**src/lkvc_pkg.sv**
```systemverilog
package lkvc_pkg;

    localparam int ENTRIES   = 16;
    localparam int KEY_W     = 32;
    localparam int VALUE_W   = 32;
    localparam int CAP_W     = 5;
    localparam int FILL_W    = $clog2(ENTRIES + 1);
    localparam int CAP_RESET = 16;

    typedef enum logic [1:0] {
        SHIFT_NONE,
        SHIFT_HIT,
        SHIFT_VALID,
        SHIFT_ALL
    } lkvc_shift_t;

    typedef struct packed {
        logic                      action;
        logic signed [KEY_W-1:0]   key;
        logic signed [VALUE_W-1:0] value;
    } lkvc_req_t;

    typedef struct packed {
        logic                      found;
        logic signed [VALUE_W-1:0] read_value;
        logic                      evicted;
        logic signed [KEY_W-1:0]   evicted_key;
    } lkvc_rsp_t;

    // entry handed from a more recent cell to the next older one
    typedef struct packed {
        logic               valid;
        logic [KEY_W-1:0]   key;
        logic [VALUE_W-1:0] value;
    } lkvc_entry_t;

    // lookup results gathered from the old end toward the head
    typedef struct packed {
        logic               valid;
        logic               hit;
        logic [VALUE_W-1:0] hit_value;
        logic [KEY_W-1:0]   tail_key;
    } lkvc_back_t;

    typedef struct packed {
        logic             compare;
        logic [KEY_W-1:0] cmp_key;
        logic             update;
        lkvc_shift_t      mode;
    } lkvc_ctrl_t;

endpackage

```
**src/lkvc_cell.sv**
```systemverilog
module lkvc_cell
    import lkvc_pkg::*;
(
    input  logic        clk,
    input  logic        rst_n,
    input  lkvc_ctrl_t  ctrl,
    input  lkvc_entry_t prev,
    output lkvc_entry_t here,
    input  lkvc_back_t  next,
    output lkvc_back_t  back
);

    logic               valid_reg;
    logic               match_reg;
    logic [KEY_W-1:0]   key_reg;
    logic [VALUE_W-1:0] value_reg;
    logic               shift;

    assign here.valid = valid_reg;
    assign here.key   = key_reg;
    assign here.value = value_reg;

    // keys are unique among valid cells, so at most one cell matches
    assign back.valid     = valid_reg;
    assign back.hit       = match_reg || next.hit;
    assign back.hit_value = match_reg ? value_reg : next.hit_value;
    assign back.tail_key  = (valid_reg && !next.valid) ? key_reg : next.tail_key;

    always_comb
    begin
        case (ctrl.mode)
            SHIFT_HIT:   shift = back.hit;
            SHIFT_VALID: shift = valid_reg;
            SHIFT_ALL:   shift = 1'b1;
            default:     shift = 1'b0;
        endcase
    end

    always_ff @(posedge clk or negedge rst_n)
    begin
        if (!rst_n)
        begin
            valid_reg <= 1'b0;
            match_reg <= 1'b0;
        end
        else
        begin
            if (ctrl.compare)
            begin
                match_reg <= valid_reg && (key_reg == ctrl.cmp_key);
            end
            if (ctrl.update && shift)
            begin
                valid_reg <= prev.valid;
            end
        end
    end

    always_ff @(posedge clk)
    begin
        if (ctrl.update && shift)
        begin
            key_reg   <= prev.key;
            value_reg <= prev.value;
        end
    end

endmodule

```
**src/lru_key_value_cache_core.sv**
```systemverilog
// Fully associative key-value cache with least-recently-used replacement.
// Entries sit in a row of cells ordered by recency: the head cell holds the
// most recent entry, valid entries are packed from the head.
// Command channel: req is taken at a clock edge where start is high and busy
// is low; action 0 is a get, 1 is a put. The key is compared in every cell
// at that edge. In the next cycle the cells shift toward the old end up to
// the hit (on an insert: valid cells if full, else all), the head takes the
// accessed entry, and the result is registered; a get miss moves no cell.
// Result: rsp is shown for exactly one cycle with done high, registered as
// the shift ends. The receiver cannot stall; it must take each word.
// Each access is a compare step followed by a shift step, during which busy
// is high; a new start may be accepted in the cycle done is high.
// Configuration: cfg_data writes capacity when cfg_valid is high (cfg_ready
// is always high); write it only while no access is in flight.
// Reset: all cells invalid, fill zero, capacity 16. No clearing pass.
module lru_key_value_cache_core
    import lkvc_pkg::*;
(
    input  logic             clk,
    input  logic             rst_n,
    input  logic             start,
    output logic             busy,
    input  lkvc_req_t        req,
    output logic             done,
    output lkvc_rsp_t        rsp,
    input  logic             cfg_valid,
    output logic             cfg_ready,
    input  logic [CAP_W-1:0] cfg_data
);

    typedef enum logic {
        IDLE,
        UPDATE
    } state_t;

    state_t              state_reg;
    logic                done_reg;
    lkvc_rsp_t           rsp_reg;
    lkvc_rsp_t           rsp_next;
    logic [FILL_W-1:0]   fill_reg;
    logic [CAP_W-1:0]    capacity_reg;
    logic                action_reg;
    logic [KEY_W-1:0]    key_reg;
    logic [VALUE_W-1:0]  value_reg;

    logic                take;
    logic [FILL_W-1:0]   eff_cap;
    logic                full;
    logic                hit;
    lkvc_ctrl_t          ctrl;
    lkvc_entry_t         fwd [ENTRIES+1];
    lkvc_back_t          bwd [ENTRIES+1];

    assign busy      = (state_reg == UPDATE);
    assign take      = start && !busy;
    assign cfg_ready = 1'b1;
    assign done      = done_reg;
    assign rsp       = rsp_reg;

    always_comb
    begin
        if (capacity_reg == '0)
            eff_cap = FILL_W'(1);
        else if (int'(capacity_reg) > ENTRIES)
            eff_cap = FILL_W'(ENTRIES);
        else
            eff_cap = FILL_W'(capacity_reg);
    end

    assign hit  = bwd[0].hit;
    assign full = (fill_reg >= eff_cap) && (fill_reg != '0);

    // head takes the accessed key on a hit or a put; a put also brings the new value
    assign fwd[0].valid = 1'b1;
    assign fwd[0].key   = key_reg;
    assign fwd[0].value = action_reg ? value_reg : bwd[0].hit_value;
    assign bwd[ENTRIES] = '0;

    always_comb
    begin
        ctrl.compare = take;
        ctrl.cmp_key = req.key;
        ctrl.update  = (state_reg == UPDATE);
        if (hit)
            ctrl.mode = SHIFT_HIT;
        else if (!action_reg)
            ctrl.mode = SHIFT_NONE;
        else if (full)
            ctrl.mode = SHIFT_VALID;
        else
            ctrl.mode = SHIFT_ALL;
    end

    always_comb
    begin
        rsp_next.found       = hit;
        rsp_next.read_value  = (!action_reg && hit) ? bwd[0].hit_value : '0;
        rsp_next.evicted     = action_reg && !hit && full;
        rsp_next.evicted_key = (action_reg && !hit && full) ? bwd[0].tail_key : '0;
    end

    for (genvar i = 0; i < ENTRIES; i++)
    begin : g_cell
        lkvc_cell u_cell (
            .clk   (clk),
            .rst_n (rst_n),
            .ctrl  (ctrl),
            .prev  (fwd[i]),
            .here  (fwd[i+1]),
            .next  (bwd[i+1]),
            .back  (bwd[i])
        );
    end

    always_ff @(posedge clk or negedge rst_n)
    begin
        if (!rst_n)
        begin
            state_reg    <= IDLE;
            done_reg     <= 1'b0;
            fill_reg     <= '0;
            capacity_reg <= CAP_W'(CAP_RESET);
        end
        else
        begin
            if (cfg_valid && cfg_ready)
            begin
                capacity_reg <= cfg_data;
            end
            unique case (state_reg)
                IDLE:
                begin
                    done_reg <= 1'b0;
                    if (take)
                    begin
                        state_reg <= UPDATE;
                    end
                end
                UPDATE:
                begin
                    done_reg  <= 1'b1;
                    state_reg <= IDLE;
                    // an insert into a full store evicts one, so the fill holds
                    if (action_reg && !hit && !full)
                    begin
                        fill_reg <= fill_reg + FILL_W'(1);
                    end
                end
                default:
                begin
                    state_reg <= IDLE;
                    done_reg  <= 1'b0;
                end
            endcase
        end
    end

    always_ff @(posedge clk)
    begin
        if (take)
        begin
            action_reg <= req.action;
            key_reg    <= req.key;
            value_reg  <= req.value;
        end
        if (state_reg == UPDATE)
        begin
            rsp_reg <= rsp_next;
        end
    end

endmodule

```
**config.mk**
```make
export PLATFORM = sky130hd
export DESIGN_NAME = lru_key_value_cache_core
export DESIGN_NICKNAME = d
export VERILOG_FILES = /design/src/lkvc_pkg.sv /design/src/lkvc_cell.sv /design/src/lru_key_value_cache_core.sv
export SDC_FILE = /design/constraint.sdc
export NUM_CORES = 2
export LEC_CHECK = 0
export ABC_AREA = 1
export BUFFER_PORTS_ARGS = -buffer_cell sky130_fd_sc_hd__buf_2
export CAP_MARGIN = 5
export CORE_UTILIZATION = 50
export CTS_BUF_LIST = sky130_fd_sc_hd__clkbuf_2
export DETAILED_ROUTE_END_ITERATION = 16
export HOLD_SLACK_MARGIN = 0.1
export PLACE_DENSITY_LB_ADDON = 0.1
export RECOVER_POWER = 100
export SKIP_CTS_REPAIR_TIMING = 1
export SYNTH_ARGS = -nofsm -noshare
export SYNTH_HDL_FRONTEND = slang
export SYNTH_SLANG_ARGS = --single-unit
```
**constraint.sdc**
```tcl
create_clock -name clk -period 5.36 [get_ports clk]
set_clock_uncertainty 0.2 [all_clocks]
set_input_delay 0.536 -clock clk [delete_from_list [all_inputs] [get_ports clk]]
set_output_delay 0.536 -clock clk [all_outputs]
set_load 0.02 [all_outputs]
```
Yosys cells after proc, flatten, opt, wreduce, memory -nomap -nowiden
Index checks and enable logic that the tools add are counted.
{"block": "totals", "inputBits": 74, "reg_bits": 1199, "out_inout_bits": 69}
{"block": "op_classes", "eq_ne": 19, "add_sub_neg": 1, "bitwise": 1, "n_reduce_logical": 90, "muxes": 57, "order_cmp": 2}
{"cell": "32-bit 2-to-1 mux", "n": 33}
{"cell": "32-bit equality test", "n": 16}
{"cell": "1-bit logical AND", "n": 53}
{"cell": "1-bit one-hot mux with 3 select lines", "n": 16}
{"cell": "1-bit zero test", "n": 19}
{"cell": "1-bit logical OR", "n": 15}
{"cell": "5-bit 2-to-1 mux", "n": 2}
{"cell": "5-bit by 1-bit adder with 5-bit output (second input constant)", "n": 1}
{"cell": "5-bit >= comparator", "n": 1}
{"cell": "5-bit greater-than comparator (second input constant)", "n": 1}
{"cell": "5-bit zero test", "n": 1}
{"cell": "5-bit nonzero test", "n": 1}
{"cell": "2-bit equality test (second input constant)", "n": 2}
{"cell": "2-bit 2-to-1 mux", "n": 2}
{"cell": "1-bit one-hot mux with 2 select lines", "n": 2}
{"cell": "2-bit by 1-bit equality test with 1-bit output (second input constant)", "n": 1}
{"cell": "1-bit 2-to-1 mux", "n": 2}
{"cell": "2-bit AND reduction", "n": 1}
{"cell": "1-bit inverter", "n": 1}

Longest topological paths before layout
{"block": "depth", "depth_word": 19, "ltp_mapped": 22, "ltp_nobuf": 20}

By module
From an unflattened synthesis, not the netlist that was laid out.
{"block": "hier_totals", "cells_unflattened": 6442, "area_unflattened_um2": 59603.4}
{"mod": "lkvc_cell", "n_inst": 16, "cells_per_inst": 376, "area_per_inst_um2": 3378.2, "seq_area_each_um2": 1971.9}
{"mod": "lru_key_value_cache_core", "n_inst": 1, "cells_per_inst": 426, "area_per_inst_um2": 5551.6, "seq_area_each_um2": 4235.3}

Least setup slack after synthesis
No wires, ideal clock.
{"block": "synth_path", "path_kind": "register to register", "startpoint": "register state_reg (netlist: busy)", "endpoint": "register g_cell[6].u_cell.match_reg", "path_stages_with_launch": 12, "n_path_buf": 2, "required_time_ns": 5.041, "setup_slack_ns": 0.283, "arrival_ns": 4.757, "period_less_slack_ns": 5.077, "path_cell_list": "dfrtp_1 -> buf_4 -> inv_1 -> nand2_1 -> inv_1 -> clkbuf_1 -> nand4_1 -> nor3_1 -> nand4_1 -> nor4_1 -> nand2_1 -> o22ai_1"}
{"block": "synth_via", "elab_chain_cells": 2}
{"item": "start: declaration", "line_no": "lru_key_value_cache_core.sv:36", "rtl": "state_t state_reg;"}
{"item": "start signal: assignment", "line_no": "lru_key_value_cache_core.sv:119", "rtl": "state_reg <= IDLE;"}
{"item": "start signal: assignment", "line_no": "lru_key_value_cache_core.sv:136", "rtl": "state_reg <= UPDATE;"}
{"item": "start signal: assignment", "line_no": "lru_key_value_cache_core.sv:142", "rtl": "state_reg <= IDLE;"}
{"item": "1-bit zero test", "line_no": "lru_key_value_cache_core.sv:55", "rtl": "assign take = start && !busy;"}
{"item": "1-bit logical AND", "line_no": "lru_key_value_cache_core.sv:55"}
{"item": "via take", "line_no": "lru_key_value_cache_core.sv:46", "rtl": "logic take;"}
{"item": "end signal: assignment", "line_no": "lkvc_cell.sv:50", "rtl": "match_reg <= valid_reg && (key_reg == ctrl.cmp_key);"}
{"item": "end: declaration", "line_no": "lkvc_cell.sv:14", "rtl": "logic match_reg;"}
The timed path passes the listed nets, and every way through them passes these cells.
A chain may end at the register's enable or synchronous reset.

Final worst setup path
{"block": "layout_path", "startpoint": "input port req[32] (netlist bit)", "endpoint": "register g_cell[2].u_cell.match_reg"}
{"block": "layout_via", "elab_chain_cells": 2}
{"item": "start: declaration", "line_no": "lru_key_value_cache_core.sv:23", "rtl": "input lkvc_req_t req,"}
{"item": "32-bit equality test", "line_no": "lkvc_cell.sv:50"}
{"item": "1-bit logical AND", "line_no": "lkvc_cell.sv:50"}
{"item": "end signal: assignment", "line_no": "lkvc_cell.sv:50"}
{"item": "end: declaration", "line_no": "lkvc_cell.sv:14"}
Every way passes these cells.

==> impl_metrics.env <==
export IMPL_status="finished, violations left"
export IMPL_violations="max-capacitance violations, max-slew violations"
export IMPL_period_needed_ns=4.71
export IMPL_clk_path_buf_depth=4
export IMPL_io_pins=143
export IMPL_seq_area_frac_synth_pct=64.5
export IMPL_r2r_slack_ns=0.81
export IMPL_die_x_um=335
export IMPL_yosysWarningCount=0
export IMPL_worstRegToRegCells=8
export IMPL_max_stage_delay_ns=1.11
export IMPL_clk_latency_ns=1.55
export IMPL_max_cap_violations=6
export IMPL_port_buffers=141
export IMPL_final_setup_tns_ns=0
export IMPL_grt_usage_pct=22.0
export IMPL_hold_path_class="register to register"
export IMPL_fill_cells=9374
export IMPL_viasPerCell=4.99
export IMPL_dpl_cell_count=6746
export IMPL_slew_viol_final=128
export IMPL_drive_gt1_share_pct=14.5
export IMPL_grt_pass1_wl_um=192000
export IMPL_worstPathCellList="dlygate4sd3_1 > dlygate4sd3_1 > buf_2 > dlygate4sd3_1 > clkbuf_1 > xor2_1 > nor2_1 > nand3_1 > nor4_1 > dlygate4sd3_1 > nand2_1 > o41ai_1 > dlygate4sd3_1"
export IMPL_avgRoutedWirePerCell_um=17.4
export IMPL_num_rows=121
export IMPL_p_total_mw=23.4
export IMPL_synth_top_family_by_area="simple AND/OR/NAND/NOR gates"
export IMPL_synth_compound_area_share_pct=3.74
export IMPL_worst_setup_path_end_kind="register"
export IMPL_place_detailed_hpwl_um=90200
export IMPL_synthFlopType="edfxtp_1"
export IMPL_path_class="input pin to register"
export IMPL_relSlewSlack_pct=-91.7
export IMPL_first_iter_violations=3356
export IMPL_crit_family="buffers and inverters"
export IMPL_synth_commonest_cells="nand2_1, edfxtp_1, nand3_1, inv_1, or2_2"
export IMPL_async_reset_ff_share_pct=3.67
export IMPL_crit_buf_inv=7
export IMPL_critical_path_arrival_ns=6.00
export IMPL_finalHoldViolCount=0
export IMPL_grt_pass1_vias=34500
export IMPL_holdPathEnd="g_cell[0].u_cell.key_reg[31]$_DFFE_PP_"
export IMPL_tightest_slew_ns=2.88
export IMPL_yosysTopAreaCell="edfxtp_1"
export IMPL_slowest_stage="dlygate4sd3_1"
export IMPL_floorplan_initialDensity_pct=50.7
export IMPL_antenna_found_initial=1
export IMPL_die_h_um=335
export IMPL_finalCritPeriodShare_pct=87.8
export IMPL_cts_sinks=1199
export IMPL_final_util_pct=56.8
export IMPL_synth_mux_area_share_pct=0
export IMPL_worst_path_most_repeated_cell="dlygate4sd3_1"
export IMPL_nets=5875
export IMPL_drc=0
export IMPL_grt_max_degree=67
export IMPL_yosysMostFrequentCell="nand2_1"
export IMPL_die_area_um2=112000
export IMPL_syn_instance_count=5337
export IMPL_p_per_area_nw_per_um2=377
export IMPL_synth_seq_cells=1199
export IMPL_netlist_area_leader_share_pct=62.5
export IMPL_grt_overflow=0
export IMPL_timing_rr_start="busy$_DFF_PN0_"
export IMPL_clk_pin_slew_worst_paths_ns=0.11
export IMPL_setup_viol=0
export IMPL_synth_cell_types=41
export IMPL_vias=37300
export IMPL_htree_levels=5
export IMPL_syn_num_nets=5418
export IMPL_holdPathStages=0
export IMPL_cts_inserted_buffers=320
export IMPL_cts_root_buf="clkbuf_2"
export IMPL_critPathLaunchType="input pin"
export IMPL_routed_wl_um=130000
export IMPL_finalNonFillerCells=7476
export IMPL_ys_top_cells_by_area="edfxtp_1, nand2_1, nand3_1"
export IMPL_dr_pass1_iters=6
export IMPL_coreArea_um2=109000
export IMPL_synth_simple_gate_area_share_pct=21.5
export IMPL_critPathMaxFanout=13
export IMPL_ant_nets=0
export IMPL_fmax_ghz=0.212
export IMPL_synth_cell_area_um2=55500
export IMPL_ir_worst_vdd_uv=240
export IMPL_hp_start="key_reg[31]$_DFFE_PP_"
export IMPL_post_synth_cell_area_avg_um2=10.4
export IMPL_synth_adder_area_share_pct=0.158
export IMPL_synth_edf_count=1155
export IMPL_worstPathRequired_ns=6.65
export IMPL_p_leak_nw=24.9
export IMPL_setup_slack_ns=0.653
export IMPL_synth_xor_area_share_pct=4.83
export IMPL_area_delta_synth_final_pct=12.1
export IMPL_cts_tree="done"
export IMPL_pre_cts_ws_ns=1.12
export IMPL_r2r_end="g_cell[13].u_cell.match_reg$_DFFE_PN0P_"
export IMPL_rsz0062_at_grt="false"
export IMPL_gp_congestion=0.875
[worst register-to-register path, stage by stage, from the launching register on]
cell and delay [ns]:
dfrtp_1 1.31, inv_1 0.48, nand2_1 0.49, clkinvlp_2 0.87
nand2_1 0.25, nor3_1 0.09, nand3_1 0.09, o41ai_1 0.09
dlygate4sd3_1 0.59
[per-layer routing]
metal  GRT usage (%)  part of all wire (%)  up-vias
met5               0                     0        -
met2            28.8                    39     1271
li1                -                     -    19100
met4            7.44                   2.1        0
met1            35.9                    51    16800
met3            4.29                   8.2      177
[cell type report]
type                    count  area, um2  area share, %
inverters                 469       1760           2.83
multi-input cells        3377      16800           27.0
clock buffers             454       2270           3.65
well taps                1476       1850           2.97
flip-flops and latches   1199      35800           57.5
diodes                      3       7.51         0.0121
repair buffers            427       3320           5.33
clock inverters            71        430          0.692
[report_power, final]
group          total [mW]  internal [mW]  leakage [nW]  switching (mW)
Sequential           12.0           11.5          11.3           0.542
Combinational        5.26           1.61          11.5            3.65
Clock                6.14           2.53          2.11            3.61
Total                23.4           15.6          24.9            7.81
[logic make-up after synthesis]
group / Yosys count
other cells: 1
xor+xnor: 306
compound gates: 392
buf+inv: 761
flops: 1199
simple gates: 2671
fa+ha+maj: 7
[metrics by stage]
step | cell area (um2) | hold slack (ns)
after floorplan | 55500 | 0.0404
after global placement | 57700 | 0.200
after detailed placement | 57700 | 0.205
after CTS | 60400 | -1.30
after global routing | 62200 | 0.152
final | 62200 | 0.142
[cells in the final DEF (no fill, tap or decap), drive strengths merged]
cell type       n
xnor2         109
o21a            3
o2111ai         2
nand3         644
clkinv         65
nand2        1366
nor3           31
edfxtp       1155
nand3b          1
dfrtp          43
a211oi          7
nand4          87
conb            1
o41ai           8
o21ai         228
inv           468
nor4           50
clkinvlp        1
a32o            3
or4             8
diode           3
a2111oi         5
dfstp           1
clkbuf        563
o22ai           3
bufinv          6
xor2          197
nor2          242
a21oi         133
buf           117
or2           241
dlygate4sd3   201
ha              7
nor3b           1
[worst max-delay path by stage]
stage | to | slack (ns) | depth (start not counted) | startpoint
CTS | g_cell[15].u_cell.value_reg[1]$_DFFE_PP_ | 1.05 | 18 | g_cell[13].u_cell.match_reg$_DFFE_PN0P_
detailed placement | g_cell[15].u_cell.key_reg[12]$_DFFE_PP_ | 1.12 | 18 | g_cell[13].u_cell.match_reg$_DFFE_PN0P_
global placement | g_cell[15].u_cell.key_reg[12]$_DFFE_PP_ | 1.11 | 18 | g_cell[13].u_cell.match_reg$_DFFE_PN0P_
finish | g_cell[2].u_cell.match_reg$_DFFE_PN0P_ | 0.65 | 13 | req[32]
floorplan | g_cell[6].u_cell.match_reg$_DFFE_PN0P_ | 0.28 | 11 | busy$_DFF_PN0_
global route | g_cell[5].u_cell.key_reg[18]$_DFFE_PP_ | 0.28 | 20 | g_cell[13].u_cell.match_reg$_DFFE_PN0P_
Note: power is estimated with default switching activity, not from simulation.
